[config.mk]
export PLATFORM = sky130hd
export DESIGN_NAME = uart_frame_transmitter
export DESIGN_NICKNAME = d
export VERILOG_FILES = /design/src/rtl/uft_pkg.sv /design/src/rtl/uft_csr.sv /design/src/rtl/uft_datapath.sv /design/src/rtl/uft_ctrl.sv /design/src/rtl/uart_frame_transmitter.sv
export VERILOG_INCLUDE_DIRS = /design/src /design/src/rtl
export SDC_FILE = /design/constraint.sdc
export NUM_CORES = 1
export LEC_CHECK = 0
export BUFFER_PORTS_ARGS = -buffer_cell sky130_fd_sc_hd__clkbuf_2
export CAP_MARGIN = 20
export CORE_ASPECT_RATIO = 2
export CORE_MARGIN = 3
export CORE_UTILIZATION = 45
export CTS_BUF_LIST = sky130_fd_sc_hd__clkbuf_8
export DETAILED_ROUTE_END_ITERATION = 10
export GPL_TIMING_DRIVEN = 1
export PLACE_DENSITY = 0.66
export RECOVER_POWER = 100
export SLEW_MARGIN = 10
export SYNTH_ARGS = -nofsm -noshare
export SYNTH_HDL_FRONTEND = slang
export SYNTH_SLANG_ARGS = --single-unit
export TNS_END_PERCENT = 20
[constraint.sdc]
create_clock -name clock -period 2.83 [get_ports clock]
set_clock_uncertainty 0.2 [all_clocks]
set_input_delay 0.566 -clock clock [delete_from_list [all_inputs] [get_ports clock]]
set_output_delay 0.566 -clock clock [all_outputs]
set_load 0.05 [all_outputs]
[src/rtl/uart_frame_transmitter_assert.svh]
// Assertion macros for the serial transmitter.
`ifndef UART_FRAME_TRANSMITTER_ASSERT_SVH
`define UART_FRAME_TRANSMITTER_ASSERT_SVH

// Consequent holds in the same cycle as the antecedent.
`define UFT_ASSERT_SAME(lbl, clk, rst, ante, cons, msg) \
   lbl: assert property (@(posedge clk) disable iff (rst) (ante) |-> (cons)) else $error(msg);

// Consequent holds in the cycle after the antecedent.
`define UFT_ASSERT_NEXT(lbl, clk, rst, ante, cons, msg) \
   lbl: assert property (@(posedge clk) disable iff (rst) (ante) |=> (cons)) else $error(msg);

`endif

[src/rtl/uft_pkg.sv]
package uft_pkg;

   localparam int MAX_DATA_BITS = 8;
   localparam int BYTE_W        = 8;
   localparam int CNT_W         = $clog2(MAX_DATA_BITS);
   localparam int NBITS_W       = 4;
   localparam int CPB_W         = 16;
   localparam int CSR_IDX_W     = 3;
   localparam int CSR_DATA_W    = 16;

   // register indexes
   localparam logic [CSR_IDX_W-1:0] REG_DATA_BITS      = 3'd0;
   localparam logic [CSR_IDX_W-1:0] REG_PARITY_MODE    = 3'd1;
   localparam logic [CSR_IDX_W-1:0] REG_STOP_BITS      = 3'd2;
   localparam logic [CSR_IDX_W-1:0] REG_CLOCKS_PER_BIT = 3'd3;

   // parity modes
   localparam logic [1:0] PARITY_NONE = 2'd0;
   localparam logic [1:0] PARITY_EVEN = 2'd1;
   localparam logic [1:0] PARITY_ODD  = 2'd2;

   // reset values
   localparam logic [NBITS_W-1:0] RESET_DATA_BITS = 4'd8;
   localparam logic [CPB_W-1:0]   RESET_CPB       = 16'd2186;

   // frame phases
   localparam logic [1:0] PH_START  = 2'd0;
   localparam logic [1:0] PH_DATA   = 2'd1;
   localparam logic [1:0] PH_PARITY = 2'd2;
   localparam logic [1:0] PH_STOP   = 2'd3;

   // effective (saturated) configuration
   typedef struct packed {
      logic [NBITS_W-1:0] nbits;
      logic               parity_en;
      logic               parity_odd;
      logic               stop_two;
      logic [CPB_W-1:0]   cpb;
   } uft_cfg_type;

   typedef struct packed {
      logic       load;
      logic       count;
      logic       emit;
      logic       advance;
      logic       last;
      logic [1:0] phase;
   } uft_cmd_type;

   typedef struct packed {
      logic baud_done;
      logic data_last;
      logic stop_last;
      logic out_taken;
   } uft_status_type;

endpackage

[src/rtl/uft_csr.sv]
module uft_csr (
   input  logic                           clock,
   input  logic                           reset,
   input  logic                           csr_valid,
   output logic                           csr_ready,
   input  logic [uft_pkg::CSR_IDX_W-1:0]  csr_index,
   input  logic [uft_pkg::CSR_DATA_W-1:0] csr_data,
   output uft_pkg::uft_cfg_type           cfg
);
   import uft_pkg::*;

   uft_cfg_type cfg_ff, cfg_in;
   logic [NBITS_W-1:0] nbits_raw;
   logic [1:0]         mode_raw;

   assign csr_ready = 1'b1;
   assign cfg       = cfg_ff;
   assign nbits_raw = csr_data[NBITS_W-1:0];
   assign mode_raw  = csr_data[1:0];

   // decode write, saturate values as they are stored
   always_comb begin
      cfg_in = cfg_ff;
      if (csr_valid && csr_ready) begin
         unique case (csr_index)
            REG_DATA_BITS: begin
               if (nbits_raw == '0)
                  cfg_in.nbits = NBITS_W'(1);
               else if (nbits_raw > NBITS_W'(MAX_DATA_BITS))
                  cfg_in.nbits = NBITS_W'(MAX_DATA_BITS);
               else
                  cfg_in.nbits = nbits_raw;
            end
            REG_PARITY_MODE: begin
               cfg_in.parity_en  = (mode_raw == PARITY_EVEN) || (mode_raw == PARITY_ODD);
               cfg_in.parity_odd = (mode_raw == PARITY_ODD);
            end
            REG_STOP_BITS: begin
               // two and three both mean two stop bits
               cfg_in.stop_two = mode_raw[1];
            end
            REG_CLOCKS_PER_BIT: begin
               cfg_in.cpb = (csr_data == '0) ? CPB_W'(1) : csr_data;
            end
            default: begin
               cfg_in = cfg_ff;
            end
         endcase
      end
   end

   always_ff @(posedge clock) begin
      if (reset) begin
         cfg_ff.nbits      <= RESET_DATA_BITS;
         cfg_ff.parity_en  <= 1'b0;
         cfg_ff.parity_odd <= 1'b0;
         cfg_ff.stop_two   <= 1'b0;
         cfg_ff.cpb        <= RESET_CPB;
      end else begin
         cfg_ff <= cfg_in;
      end
   end

endmodule

[src/rtl/uft_datapath.sv]
module uft_datapath (
   input  logic                       clock,
   input  logic                       reset,
   input  uft_pkg::uft_cfg_type       cfg,
   input  uft_pkg::uft_cmd_type       cmd,
   output uft_pkg::uft_status_type    status,
   input  logic [uft_pkg::BYTE_W-1:0] data_byte,
   output logic                       rsp_tvalid,
   input  logic                       rsp_tready,
   output logic                       line_level,
   output logic                       frame_end
);
   import uft_pkg::*;

   logic [BYTE_W-1:0] shift_ff, shift_in;
   logic              parity_ff, parity_in;
   logic [CNT_W-1:0]  bit_cnt_ff, bit_cnt_in;
   logic              stop_cnt_ff, stop_cnt_in;
   logic [CPB_W-1:0]  baud_ff, baud_in;
   logic              valid_ff, valid_in;
   logic              level_ff, level_in;
   logic              last_ff, last_in;
   logic              level_sel;

   assign rsp_tvalid = valid_ff;
   assign line_level = level_ff;
   assign frame_end  = last_ff;

   assign status.baud_done = (baud_ff == CPB_W'(1));
   assign status.data_last = ({1'b0, bit_cnt_ff} == NBITS_W'(cfg.nbits - NBITS_W'(1)));
   assign status.stop_last = cfg.stop_two ? stop_cnt_ff : 1'b1;
   assign status.out_taken = valid_ff && rsp_tready;

   // pick the level of the current phase
   always_comb begin
      case (cmd.phase)
         PH_START:  level_sel = 1'b0;
         PH_DATA:   level_sel = shift_ff[0];
         PH_PARITY: level_sel = parity_ff ^ cfg.parity_odd;
         default:   level_sel = 1'b1;
      endcase
   end

   always_comb begin
      shift_in    = shift_ff;
      parity_in   = parity_ff;
      bit_cnt_in  = bit_cnt_ff;
      stop_cnt_in = stop_cnt_ff;
      baud_in     = baud_ff;
      valid_in    = valid_ff;
      level_in    = level_ff;
      last_in     = last_ff;

      // drop the result once taken
      if (valid_ff && rsp_tready)
         valid_in = 1'b0;

      if (cmd.load) begin
         shift_in    = data_byte;
         parity_in   = 1'b0;
         bit_cnt_in  = '0;
         stop_cnt_in = 1'b0;
         baud_in     = cfg.cpb;
      end

      // time the bit period
      if (cmd.count)
         baud_in = baud_ff - CPB_W'(1);

      if (cmd.emit) begin
         valid_in = 1'b1;
         level_in = level_sel;
         last_in  = cmd.last;
      end

      // step to the next bit of the frame
      if (cmd.advance) begin
         baud_in = cfg.cpb;
         if (cmd.phase == PH_DATA) begin
            shift_in   = {1'b0, shift_ff[BYTE_W-1:1]};
            parity_in  = parity_ff ^ shift_ff[0];
            bit_cnt_in = bit_cnt_ff + CNT_W'(1);
         end
         if (cmd.phase == PH_STOP)
            stop_cnt_in = 1'b1;
      end
   end

   always_ff @(posedge clock) begin
      if (reset) begin
         valid_ff    <= 1'b0;
         bit_cnt_ff  <= '0;
         stop_cnt_ff <= 1'b0;
         baud_ff     <= RESET_CPB;
      end else begin
         valid_ff    <= valid_in;
         bit_cnt_ff  <= bit_cnt_in;
         stop_cnt_ff <= stop_cnt_in;
         baud_ff     <= baud_in;
      end
   end

   always_ff @(posedge clock) begin
      shift_ff  <= shift_in;
      parity_ff <= parity_in;
      level_ff  <= level_in;
      last_ff   <= last_in;
   end

endmodule

[src/rtl/uft_ctrl.sv]
module uft_ctrl (
   input  logic                    clock,
   input  logic                    reset,
   input  uft_pkg::uft_cfg_type    cfg,
   input  uft_pkg::uft_status_type status,
   output uft_pkg::uft_cmd_type    cmd,
   input  logic                    req_tvalid,
   output logic                    req_tready
);
   import uft_pkg::*;

   localparam logic [1:0] ST_IDLE = 2'd0;
   localparam logic [1:0] ST_HOLD = 2'd1;
   localparam logic [1:0] ST_SEND = 2'd2;

   logic [1:0] state_ff, state_in;
   logic [1:0] phase_ff, phase_in;
   logic       frame_done;

   assign req_tready = (state_ff == ST_IDLE);
   assign frame_done = (phase_ff == PH_STOP) && status.stop_last;

   always_comb begin
      state_in    = state_ff;
      phase_in    = phase_ff;
      cmd         = '0;
      cmd.phase   = phase_ff;
      cmd.last    = frame_done;
      unique case (state_ff)
         ST_IDLE: begin
            if (req_tvalid) begin
               cmd.load = 1'b1;
               phase_in = PH_START;
               state_in = ST_HOLD;
            end
         end
         ST_HOLD: begin
            // hold the level for the bit period, then post it
            if (status.baud_done) begin
               cmd.emit = 1'b1;
               state_in = ST_SEND;
            end else begin
               cmd.count = 1'b1;
            end
         end
         ST_SEND: begin
            if (status.out_taken) begin
               if (frame_done) begin
                  state_in = ST_IDLE;
               end else begin
                  cmd.advance = 1'b1;
                  state_in    = ST_HOLD;
                  unique case (phase_ff)
                     PH_START: phase_in = PH_DATA;
                     PH_DATA: begin
                        if (!status.data_last)
                           phase_in = PH_DATA;
                        else if (cfg.parity_en)
                           phase_in = PH_PARITY;
                        else
                           phase_in = PH_STOP;
                     end
                     default: phase_in = PH_STOP;
                  endcase
               end
            end
         end
         default: begin
            state_in = ST_IDLE;
         end
      endcase
   end

   always_ff @(posedge clock) begin
      if (reset) begin
         state_ff <= ST_IDLE;
         phase_ff <= PH_START;
      end else begin
         state_ff <= state_in;
         phase_ff <= phase_in;
      end
   end

endmodule

[src/rtl/uart_frame_transmitter.sv]
// Serial frame transmitter.
// req channel: one byte per item in req_tdata; the low data_bits bits are sent.
// rsp channel: one item per bit period of the frame, in line order: the start
// bit, data bits least significant first, the optional parity bit, then one or
// two stop bits. rsp_tdata[0] is the line level, rsp_tlast marks the final stop.
// csr channel: register writes (0 data_bits, 1 parity_mode, 2 stop_bits,
// 3 clocks_per_bit); always ready, to be used only while no frame is in flight.
// The bit-period counter is loaded from clocks_per_bit when the byte is taken;
// each level is posted when that counter runs out, and then sits in the output
// register until it is taken. A frame has 3 to 12 levels, and the counter is
// loaded again for each level; a new byte can be taken in the cycle after the
// final stop bit leaves, and not while a frame is in flight.
// Reset: registers return to 8 data bits, no parity, one stop bit, RESET_CPB as
// clocks_per_bit, and the transmitter goes idle with req_tready high.
// A stalled receiver freezes the frame: the pending level holds in the output
// register and the next bit period does not start until it is taken.
module uart_frame_transmitter (
   input  logic                           clock,
   input  logic                           reset,
   input  logic                           req_tvalid,
   output logic                           req_tready,
   input  logic [7:0]                     req_tdata,  // [7:0] data_byte
   output logic                           rsp_tvalid,
   input  logic                           rsp_tready,
   output logic [7:0]                     rsp_tdata,  // [0] line_level, [7:1] zero
   output logic                           rsp_tlast,  // frame_end
   input  logic                           csr_valid,
   output logic                           csr_ready,
   input  logic [uft_pkg::CSR_IDX_W-1:0]  csr_index,
   input  logic [uft_pkg::CSR_DATA_W-1:0] csr_data
);
   import uft_pkg::*;

   uft_cfg_type    cfg;
   uft_cmd_type    cmd;
   uft_status_type status;
   logic           line_level;

   assign rsp_tdata = {7'd0, line_level};

   uft_csr u_csr (
      .clock     (clock),
      .reset     (reset),
      .csr_valid (csr_valid),
      .csr_ready (csr_ready),
      .csr_index (csr_index),
      .csr_data  (csr_data),
      .cfg       (cfg)
   );

   uft_ctrl u_ctrl (
      .clock      (clock),
      .reset      (reset),
      .cfg        (cfg),
      .status     (status),
      .cmd        (cmd),
      .req_tvalid (req_tvalid),
      .req_tready (req_tready)
   );

   uft_datapath u_datapath (
      .clock      (clock),
      .reset      (reset),
      .cfg        (cfg),
      .cmd        (cmd),
      .status     (status),
      .data_byte  (req_tdata),
      .rsp_tvalid (rsp_tvalid),
      .rsp_tready (rsp_tready),
      .line_level (line_level),
      .frame_end  (rsp_tlast)
   );

   `include "uart_frame_transmitter_assert.svh"

   // a new byte is never taken while a level is still pending
   `UFT_ASSERT_SAME(a_no_overlap, clock, reset, req_tvalid && req_tready, !rsp_tvalid, "byte taken with level pending")
   // the flagged level is a stop bit
   `UFT_ASSERT_SAME(a_last_is_stop, clock, reset, rsp_tvalid && rsp_tlast, rsp_tdata[0], "frame end on low level")
   // after the final stop bit leaves, the transmitter is idle
   `UFT_ASSERT_NEXT(a_idle_after_frame, clock, reset, rsp_tvalid && rsp_tready && rsp_tlast, req_tready, "not idle after frame")
   // no level is posted in the cycle after a byte is loaded
   `UFT_ASSERT_NEXT(a_gap_after_load, clock, reset, req_tvalid && req_tready, !rsp_tvalid, "level posted too early")

endmodule
==> flow_metrics.py <==
metrics = {
    "outcome": {
        "status": "completed",
    },
    "synthesis": {
        "synthTopCellsByArea": "dfxtp_1, nand2_1, a21oi_1",
        "async_flop_share": 0,
        "synth_cell_types": 56,
        "ys_warn_count": 0,
        "synth_seq_cells": 59,
        "yosysTopAreaCell": "dfxtp_1",
        "yosysSeqAreaShare": 0.416,
        "synth_edf_count": 2,
        "synth.avg_cell_area_um2": 8.31,
        "netlist_instances": 347,
        "ys.flop_type": "dfxtp_1",
        "netlist_area_mm2": 0.00289,
        "yosysTopAreaCellShare": 0.395,
    },
    "critical_path": {
        "cp.buffers_inverters": 0,
        "worstSetupEndpointType": "flip-flop",
        "cp.required_ns": 2.64,
        "path_delay_family": "simple AND/OR/NAND/NOR gates",
        "startpoint_type": "flip-flop",
        "cp_data_arrival_time_ns": 2.33,
        "cp_max_fo": 8,
        "crit_type": "reg2reg",
        "max_stage_delay_ns": 0.67,
        "slowest_stage": "or4_1",
        "crit_chain": "or4_1 > or4_2 > nor3_1",
    },
    "sta": {
        "timing.hold.ws_ns": 0.250,
        "worst_slew_pin_slew_ns": 0.900,
        "period_share": 0.890,
        "min_period_ns": 2.52,
        "fmax_ghz": 0.397,
        "hold_viol": 0,
        "fin_ws_ns": 0.310,
        "setup_viol": 0,
        "drv_slew": 0,
        "rsz0062_at_grt": "no",
        "maxSlewHeadroom": 0.398,
        "fin_setup_tns_ns": 0,
    },
    "clocking": {
        "ctsResizeCount": 0,
        "cts_sinks": 59,
        "cts_buffer_depth": 2,
        "ctsRootBufferMaster": "clkbuf_8",
        "clock_latency_ns": 0.34,
        "htreeDepth": 3,
        "cts_tree": "done",
        "cts_buffers": 9,
        "postCtsSetupRepairBufs": 0,
        "clkTransAtPathRegs_ns": 0.06,
        "cts_hold_buf": 0,
    },
    "power": {
        "ir_worst_vdd_v": 0.000412,
        "p_leak_nw": 1.19,
        "fin_total_pwr_mw": 1.83,
        "power_density_mw_per_mm2": 554,
    },
    "floorplan": {
        "start_util": 0.473,
        "die_area_mm2": 0.00747,
        "rows": 40,
        "core_mm2": 0.00611,
        "ioPinCount": 44,
        "die_h_um": 119,
        "die_w_um": 62.6,
    },
    "place": {
        "globalplace.congestion": 0.843,
        "dpl_cell_area_mm2": 0.00313,
        "port_buffers": 35,
        "dp_cells": 456,
        "hpwl_mm": 5.44,
        "place_worst_setup_slack_ns": 0.386,
    },
    "hold_path": {
        "hold_path.class": "in2reg",
    },
    "global_routing": {
        "overflow": 0,
        "antenna_found_initial": 0,
        "grtUsageMet2": 0.375,
        "grt_usage": 0.204,
        "grt_start_max_net_pins": 26,
        "busiest_layer": "met2",
        "use_met1": 0.197,
        "grt_first_pass_wirelength_mm": 11.8,
        "met3_usage": 0.0425,
        "grt_pass1_vias": 2574,
    },
    "routing": {
        "dr.pass1.iters": 4,
        "routed_via_density": 5.50,
        "avgRoutedWirePerCell_um": 15.0,
        "first_iter_violations": 115,
        "routed_wl_mm": 7.09,
        "vias": 2594,
        "ant_nets": 0,
        "drc_errors": 0,
    },
    "final_layout": {
        "layout-drive-gt1-share": 0.147,
        "design_area_mm2": 0.00330,
        "nets": 421,
        "final_cells": 472,
        "finish.utilization": 0.540,
        "diodes": 0,
        "syn_to_final_growth_pct": 14.4,
    },
    "run": {
        "maxCapViolations": 0,
    },
}
[layout by cell type (no fill, tap or decap), drive strengths merged, types with 4 or more instances in the layout]
cell,instances
nor2,18
clkbuf,46
a21oi,27
a31oi,10
buf,8
o211ai,6
inv,11
nand2,59
conb,8
o21ai,15
ha,6
nor3,13
or4,7
nand2b,9
nand3,11
xor2,5
nand4,4
dfxtp,57
mux2i,9
nand3b,4
or3,6
nor4,9
[flip-flops by register name, indices dropped and copies added, names as in the netlist]
name,cells
u_datapath.rsp_tvalid,1
u_datapath.parity_ff,1
u_ctrl.phase_ff,2
u_datapath.bit_cnt_ff,3
u_csr.cfg,23
u_datapath.baud_ff,16
u_datapath.stop_cnt_ff,1
u_datapath.line_level,1
u_datapath.shift_ff,8
u_ctrl.state_ff,2
u_datapath.frame_end,1
[path summary, 6_finish.rpt]
kind | startpoint | end | slack (ns) | depth (start not counted)
worst min-delay path | req_tdata[7] | u_datapath.shift_ff[7]$_DFF_P_ | 0.25 | 3
worst max-delay path | u_datapath.baud_ff[3]$_SDFFE_PP1P_ | u_datapath.line_level$_DFFE_PP_ | 0.31 | 3
worst max register to register | u_datapath.baud_ff[3]$_SDFFE_PP1P_ | u_datapath.line_level$_DFFE_PP_ | 0.31 | 3
worst min register to register | u_datapath.shift_ff[7]$_DFF_P_ | u_datapath.shift_ff[7]$_DFF_P_ | 0.26 | 2
[metal layers]
metal | vias up | routed length [µm]
met5 | - | 0
met4 | 0 | 430
met3 | 22 | 184
met2 | 45 | 3950
met1 | 1215 | 2530
li1 | 1312 | -
[cells by family (layout without fill, tap and decap cells)]
kind of cell,after synthesis,count (layout),share of synthesized area
compound gates,76,76,0.163
xor+xnor,7,7,0.0212
fa+ha+maj,7,7,0.0295
buf+inv,33,68,0.0551
flops,59,59,0.416
mux,10,10,0.0351
other cells,2,8,0.00260
simple gates,153,153,0.277
[area by class of cell]
type | instances | area, µm²
clock inverter | 6 | 50.0
timing repair buffer | 44 | 231
multi-input combinational | 261 | 1540
fill | 631 | 2810
tap | 84 | 105
clock buffer | 10 | 138
sequential | 59 | 1200
inverter | 8 | 30.0
[report_power, final]
part / total [mW] / switching [mW] / internal [mW]
clock network: 0.725 / 0.309 / 0.416
registers: 0.897 / 0.0266 / 0.871
logic: 0.205 / 0.133 / 0.0726
[cell usage after synthesis, drive strengths merged, types with 3 or more instances]
master and n:
a211oi 3, a21oi 27, a31oi 10, a32oi 3, buf 14, clkbuf 11, dfxtp 57, ha 6
inv 7, mux2i 9, nand2 59, nand2b 9, nand3 11, nand3b 4, nand4 4, nor2 18
nor2b 3, nor3 13, nor4 9, o211ai 6, o21ai 15, or3 6, or4 7, xor2 5
[worst reg2reg max path, cell delays in order (launching register included)]
cell and delay (ns):
dfxtp_1 0.36, or4_1 0.67, or4_2 0.65, nor3_1 0.31
Note: power is estimated with default switching activity, not from simulation.
